`src/xsb_pkg.sv`:
```
`timescale 1ns / 1ps
`default_nettype none
// ----------------------------------------------------------------------------
// XOR scan block store package
// Sizes, register and command codes, and the types shared by the block's
// modules.
// ----------------------------------------------------------------------------
package xsb_pkg;

    localparam int NUM_BLOCKS      = 1024;
    localparam int WORDS_PER_BLOCK = 16;

    localparam int DATA_W   = 64;
    localparam int BLK_W    = 10;
    localparam int WRD_W    = $clog2(WORDS_PER_BLOCK);
    localparam int ADDR_W   = $clog2(NUM_BLOCKS) + WRD_W;
    localparam int MEM_DEPTH = NUM_BLOCKS * WORDS_PER_BLOCK;
    localparam int NB_W     = $clog2(NUM_BLOCKS + 1);
    localparam int CNT_W    = $clog2(WORDS_PER_BLOCK + 1);

    localparam int CMD_W          = 2;
    localparam int BLOCK_COUNT_W  = 11;
    localparam int BLOCK_WORDS_W  = 5;
    localparam int ADV_W          = 10;
    localparam int ADV_BIT_W      = $clog2(DATA_W);
    localparam int CFG_DATA_W     = 11;
    localparam int CFG_IDX_W      = 2;

    localparam logic [CFG_IDX_W-1:0] REG_BLOCK_COUNT = 2'd0;
    localparam logic [CFG_IDX_W-1:0] REG_BLOCK_WORDS = 2'd1;
    localparam logic [CFG_IDX_W-1:0] REG_ADVICE_BIT  = 2'd2;

    localparam logic [CMD_W-1:0] CMD_LOAD_Z = 2'd0;
    localparam logic [CMD_W-1:0] CMD_WRITE  = 2'd1;
    localparam logic [CMD_W-1:0] CMD_SELECT = 2'd2;

    typedef enum logic [2:0] {
        ST_CLEAR,
        ST_IDLE,
        ST_WR_RD,
        ST_WR_WB,
        ST_SWEEP,
        ST_OUT
    } state_t;

    // Effective configuration, already clamped to the legal ranges.
    typedef struct packed {
        logic [NB_W-1:0]  blocks;
        logic [CNT_W-1:0] words;
        logic [ADV_W-1:0] advice;
    } cfg_t;

    typedef struct packed {
        logic [WRD_W-1:0]  word_index;
        logic [DATA_W-1:0] word;
        logic              last;
    } out_item_t;

endpackage
`default_nettype wire

```
`src/xsb_out_stage.sv`:
```
`timescale 1ns / 1ps
`default_nettype none
// ----------------------------------------------------------------------------
// Result output register
// Holds one result word for the downstream side and refills in the cycle
// it is taken.
// ----------------------------------------------------------------------------
module xsb_out_stage import xsb_pkg::*; (
    input  wire logic      aclk,
    input  wire logic      aresetn,
    input  wire logic      in_valid,
    output logic           in_ready,
    input  wire out_item_t in_item,
    output logic           m_valid,
    input  wire logic      m_ready,
    output logic [WRD_W-1:0]  m_out_word_index,
    output logic [DATA_W-1:0] m_out_word,
    output logic           m_last
);

    logic      valid_reg;
    out_item_t item_reg;

    assign in_ready = !valid_reg || m_ready;

    always_ff @(posedge aclk) begin
        if (!aresetn) begin
            valid_reg <= 1'b0;
        end else if (in_ready) begin
            valid_reg <= in_valid;
        end
    end

    always_ff @(posedge aclk) begin
        if (in_ready && in_valid) begin
            item_reg <= in_item;
        end
    end

    assign m_valid          = valid_reg;
    assign m_out_word_index = item_reg.word_index;
    assign m_out_word       = item_reg.word;
    assign m_last           = item_reg.last;

endmodule
`default_nettype wire

```
`config.mk`:
```
export PLATFORM = sky130hd
export DESIGN_NAME = xsb_out_stage
export DESIGN_NICKNAME = d
export VERILOG_FILES = /design/src/xsb_pkg.sv /design/src/xsb_out_stage.sv
export SDC_FILE = /design/constraint.sdc
export NUM_CORES = 1
export LEC_CHECK = 0
export BUFFER_PORTS_ARGS = -buffer_cell sky130_fd_sc_hd__clkbuf_2
export CAP_MARGIN = 15
export CORE_MARGIN = 5
export CORE_UTILIZATION = 37
export CTS_CLUSTER_DIAMETER = 150
export DETAILED_ROUTE_END_ITERATION = 6
export PLACE_DENSITY_LB_ADDON = 0.12
export RECOVER_POWER = 25
export SYNTH_ARGS = -nofsm -noshare
export SYNTH_HDL_FRONTEND = slang
export SYNTH_SLANG_ARGS = --single-unit
```
`constraint.sdc`:
```
create_clock -name aclk -period 1.35 [get_ports aclk]
set_input_delay 0.27 -clock aclk [delete_from_list [all_inputs] [get_ports aclk]]
set_output_delay 0.27 -clock aclk [all_outputs]
set_load 0.01 [all_outputs]
```
Yosys cells after proc, flatten, opt, wreduce, memory -nomap -nowiden
Index checks and enable logic that the tools add are counted.
- reductions and logical operators: 3
- operator list (kind ; number):
    logical AND 1 bit ; 1
    zero test 1 bit ; 1
    logical OR 1 bit ; 1
- input port bits: 73
- register bits after elaboration: 70
- logic and storage cells: 7
- output and inout bits: 71

Depth between registers and ports, before layout
- word-level depth: 3
- depth in mapped cells: 2
- mapped depth without buffers: 2

Least setup slack after synthesis
No wires, ideal clock.
- path type: register to register
- from: reg valid_reg (netlist: m_valid)
- to: reg item_reg, in the netlist m_last, enable pin
- slack: -64 ps
- setup time: 378 ps
- required time: 972 ps
- arrival: 1035 ps
- stages on the path, launching flop included: 3
- buffers on the path: 0
- clock period less this slack: 1414 ps
- cell sequence: dfxtp_1 > nand2b_4 > and2_4
- cells in the longest elaborated chain, start to end: 3
- RTL lines (item ; line ; RTL):
    start: declaration ; xsb_out_stage.sv:21 ; logic valid_reg;
    start signal: assignment ; xsb_out_stage.sv:30 ; valid_reg <= in_valid;
    zero test 1 bit ; xsb_out_stage.sv:24 ; assign in_ready = !valid_reg || m_ready;
    logical OR 1 bit ; xsb_out_stage.sv:24 ;
    via in_ready ; xsb_out_stage.sv:12 ; output logic in_ready,
    logical AND 1 bit ; xsb_out_stage.sv:35 ; if (in_ready && in_valid) begin
    end signal: assignment ; xsb_out_stage.sv:36 ; item_reg <= in_item;
    end: declaration ; xsb_out_stage.sv:22 ; out_item_t item_reg;
The timed path passes the listed nets, and every way through them passes these cells.
A chain may end at the register's enable or synchronous reset.

Final worst setup path
- from: reg valid_reg (netlist: m_valid)
- to: out in_ready
- cells in the longest elaborated chain, start to end: 2
- RTL lines (item ; line):
    zero test 1 bit ; xsb_out_stage.sv:24
    logical OR 1 bit ; xsb_out_stage.sv:24
    end: declaration ; xsb_out_stage.sv:12
No other way between the ends.

==> Implementation_results.wiki <==
{| class="wikitable"
! Metric !! Value
|-
| Outcome || complete, no violations
|-
| Post-synthesis cell count || 74
|-
| Area Growth Syn to Fin || 48.6%
|-
| Number of global-route vias before repair || 1436
|-
| Peak supply drop || 702 µV
|-
| Syn Nets || 147
|-
| Number of port buffers || 143
|-
| Number of iterations in the first detailed-routing pass || 4
|-
| Post-cts repair resize count || 0
|-
| Final Util || 57.1%
|-
| Avg Vias per Cell || 4.23
|-
| FF+latch count, synth || 70
|-
| Number of DRC violations after detailed-routing iteration 0 || 45
|-
| Area of the core region || 5540 µm²
|-
| Path class of the lowest-slack min-delay path || in2reg
|-
| Number of standard cells in the final layout excluding fillers || 307
|-
| Req. time, crit path || 1080 ps
|-
| Setup slack of the critical path after layout || 219 ps
|-
| Layout cell share with drive strength beyond 1 || 69.8%
|-
| Global-route wire length before repair || 6820 µm
|-
| Relative slew margins || 86.8%
|-
| Endpoint class of the critical path || output pin
|-
| Count of different cell masters after synthesis || 6
|-
| Clock slew at reported path FFs || 70 ps
|-
| Maximum number of pins on one net before global-route repair || 39
|-
| Static Leakage || 1.41 nW
|-
| Number of levels in the clock H-tree || 3
|-
| Total DRC errors in the routed layout || 0
|-
| Die boundary height || 85.9 µm
|-
| Sum of overflow across all layers after global routing || 0
|-
| Number of inserted filler cells in the final layout || 490
|-
| Initial antenna violation count || 0
|-
| Insertion delay to the later sink of the worst-skew pair || 320 ps
|-
| Reg-to-Reg Start || m_valid
|-
| Fraction of the yosys area taken by sequential cells || 98.2%
|-
| Die outline area || 7370 µm²
|-
| CTS tree || yes
|-
| Detail Route Antenna Nets || 0
|-
| Sink Count || 70
|-
| Register Area || 2090 µm²
|-
| Number of nets in the final layout || 303
|-
| Data arrival time of the worst path || 860 ps
|-
| Chip width || 85.9 µm
|-
| Post-layout min period || 1130 ps
|-
| # Max-Cap Violations || 0
|-
| Final setup vio count || 0
|-
| Worst-case hold path end point || m_out_word[45]
|-
| Number of placement rows || 27
|-
| Cell area power density || 1420 nW/µm²
|-
| Type of the worst setup path || reg2out
|-
| Mean post-synth cell area || 28.8 µm²
|-
| Beginning of the worst hold path || in_item[46]
|-
| RePlAce Congestion || 0.805
|-
| Number of cells in the design after placement || 291
|-
| Post-placement worst setup slack || 163 ps
|-
| Total global-route track usage || 12.4%
|-
| Startpoint Class || flip-flop
|-
| Number of ports placed on the die boundary || 144
|-
| Area of the multi-input gates || 33.8 µm²
|-
| Vias post-DR || 1299
|-
| Setup repair after global routing missed its margin || false
|-
| Reg-to-Reg End || m_out_word[31]
|-
| Crit Path Max Fanout || 3
|-
| Antenna diode instance count || 0
|-
| Warnings from Yosys || 0
|-
| Ratio of final minimum period to clock period || 83.8%
|-
| Final count of hold timing violations || 0
|-
| Final count of pins violating max slew || 0
|-
| Post-synthesis instance area || 2130 µm²
|-
| Number of buffers inserted to repair setup after CTS || 0
|-
| Worst hold path cell count || 1
|-
| Worst clock skew on the final layout || 8.89 ps
|-
| Buffer depth of the longest clock path || 2
|-
| Hold-fix buffer count after cts || 0
|-
| Wire length per cell || 15.0 µm
|-
| Starting utilization of the core area || 38.4%
|-
| Maximum clock rate || 884 MHz
|-
| Clock root buffer || sky130_fd_sc_hd__clkbuf_8
|-
| Total CTS buffers || 9
|-
| Worst reg-to-reg path cell count || 3
|-
| Slew at the pin closest to its max-slew limit || 198 ps
|-
| Total routed wirelength || 4610 µm
|-
| Flop2flop setup slack || 230 ps
|}
-- synthesized netlist by cell type --
| master | instances | area share, % |
|---|---|---|
| sky130_fd_sc_hd__nand2b_4 | 1 | 0.65 |
| sky130_fd_sc_hd__and2_4 | 1 | 0.41 |
| sky130_fd_sc_hd__dfxtp_1 | 1 | 0.94 |
| sky130_fd_sc_hd__a21boi_2 | 1 | 0.53 |
| sky130_fd_sc_hd__inv_1 | 1 | 0.18 |
| sky130_fd_sc_hd__edfxtp_1 | 69 | 97 |
-- layer usage --
| layer | part of all wire, % | global-route usage [%] | vias up | wire [µm] |
|---|---|---|---|---|
| met2 | 52 | 20.5 | 82 | 2380 |
| met1 | 36 | 13.1 | 604 | 1640 |
| met5 | 0 | 0 | - | 0 |
| met4 | 1.6 | 7.19 | 0 | 73 |
| met3 | 11 | 5.38 | 6 | 515 |
| li1 | - | - | 607 | - |
-- logic make-up after synthesis --
kind of cell           synth area share [%]
and+or+nand+nor                        1.06
buffers and inverters                 0.176
DFF                                    98.2
AOI/OAI and AO/OA                     0.529
-- layout by cell type, fill, tap and decap left out --
cell type / instances
sky130_fd_sc_hd__and2_4: 1
sky130_fd_sc_hd__buf_12: 2
sky130_fd_sc_hd__clkinv_2: 3
sky130_fd_sc_hd__dfxtp_2: 1
sky130_fd_sc_hd__nand2b_4: 1
sky130_fd_sc_hd__clkinvlp_4: 1
sky130_fd_sc_hd__inv_1: 1
sky130_fd_sc_hd__clkinv_4: 1
sky130_fd_sc_hd__a21boi_2: 1
sky130_fd_sc_hd__clkbuf_8: 9
sky130_fd_sc_hd__clkbuf_2: 143
sky130_fd_sc_hd__clkinv_1: 1
sky130_fd_sc_hd__bufinv_16: 1
sky130_fd_sc_hd__edfxtp_1: 69
-- registers in the layout, summed over array words and instances, names as in the netlist --
register	cells
m_last	1
m_out_word	64
m_out_word_index	4
m_valid	1
-- metrics by stage --
step / total power, W / cell area (µm²) / setup TNS [ps] / hold slack (ps)
floorplan: 0.00274 / 2130 / -2330 / 369
global placement: 0.00298 / 2980 / 0 / 447
detailed placement: 0.00299 / 2980 / 0 / 449
CTS: 0.00455 / 3170 / 0 / 100
global route: 0.00469 / 3170 / 0 / 91.4
finish: 0.00449 / 3170 / 0 / 122
-- worst max path at each step --
stage	from	to	cells past startpoint
after CTS	m_valid	in_ready	2
after global placement	m_ready	m_out_word[22]	4
final	m_valid	in_ready	2
after floorplan	m_valid	m_last	2
after detailed placement	m_ready	m_out_word[52]	4
after global routing	m_valid	in_ready	2
-- worst max-delay path, stage by stage, from the launching register on --
cell and delay [ps]:
sky130_fd_sc_hd__dfxtp_2 360, sky130_fd_sc_hd__nand2b_4 60, sky130_fd_sc_hd__clkbuf_2 120
-- area by class of cell --
type,instances,share of cell area (%)
Clock buffer,9,3.91
Clock inverter,7,2.06
Inverter,1,0.119
Multi-Input combinational cell,3,1.07
Sequential cell,70,66.1
Tap cell,72,2.85
Timing Repair Buffer,145,23.9
-- report_power, final --
part	internal, W	leakage [nW]	switching, W
Clock	0.000840	0.0964	0.000717
Combinational	0.000171	0.633	0.000191
Sequential	0.00254	0.676	0.0000324
Total	0.00355	1.41	0.000940
(Power assumes the default switching activity.)
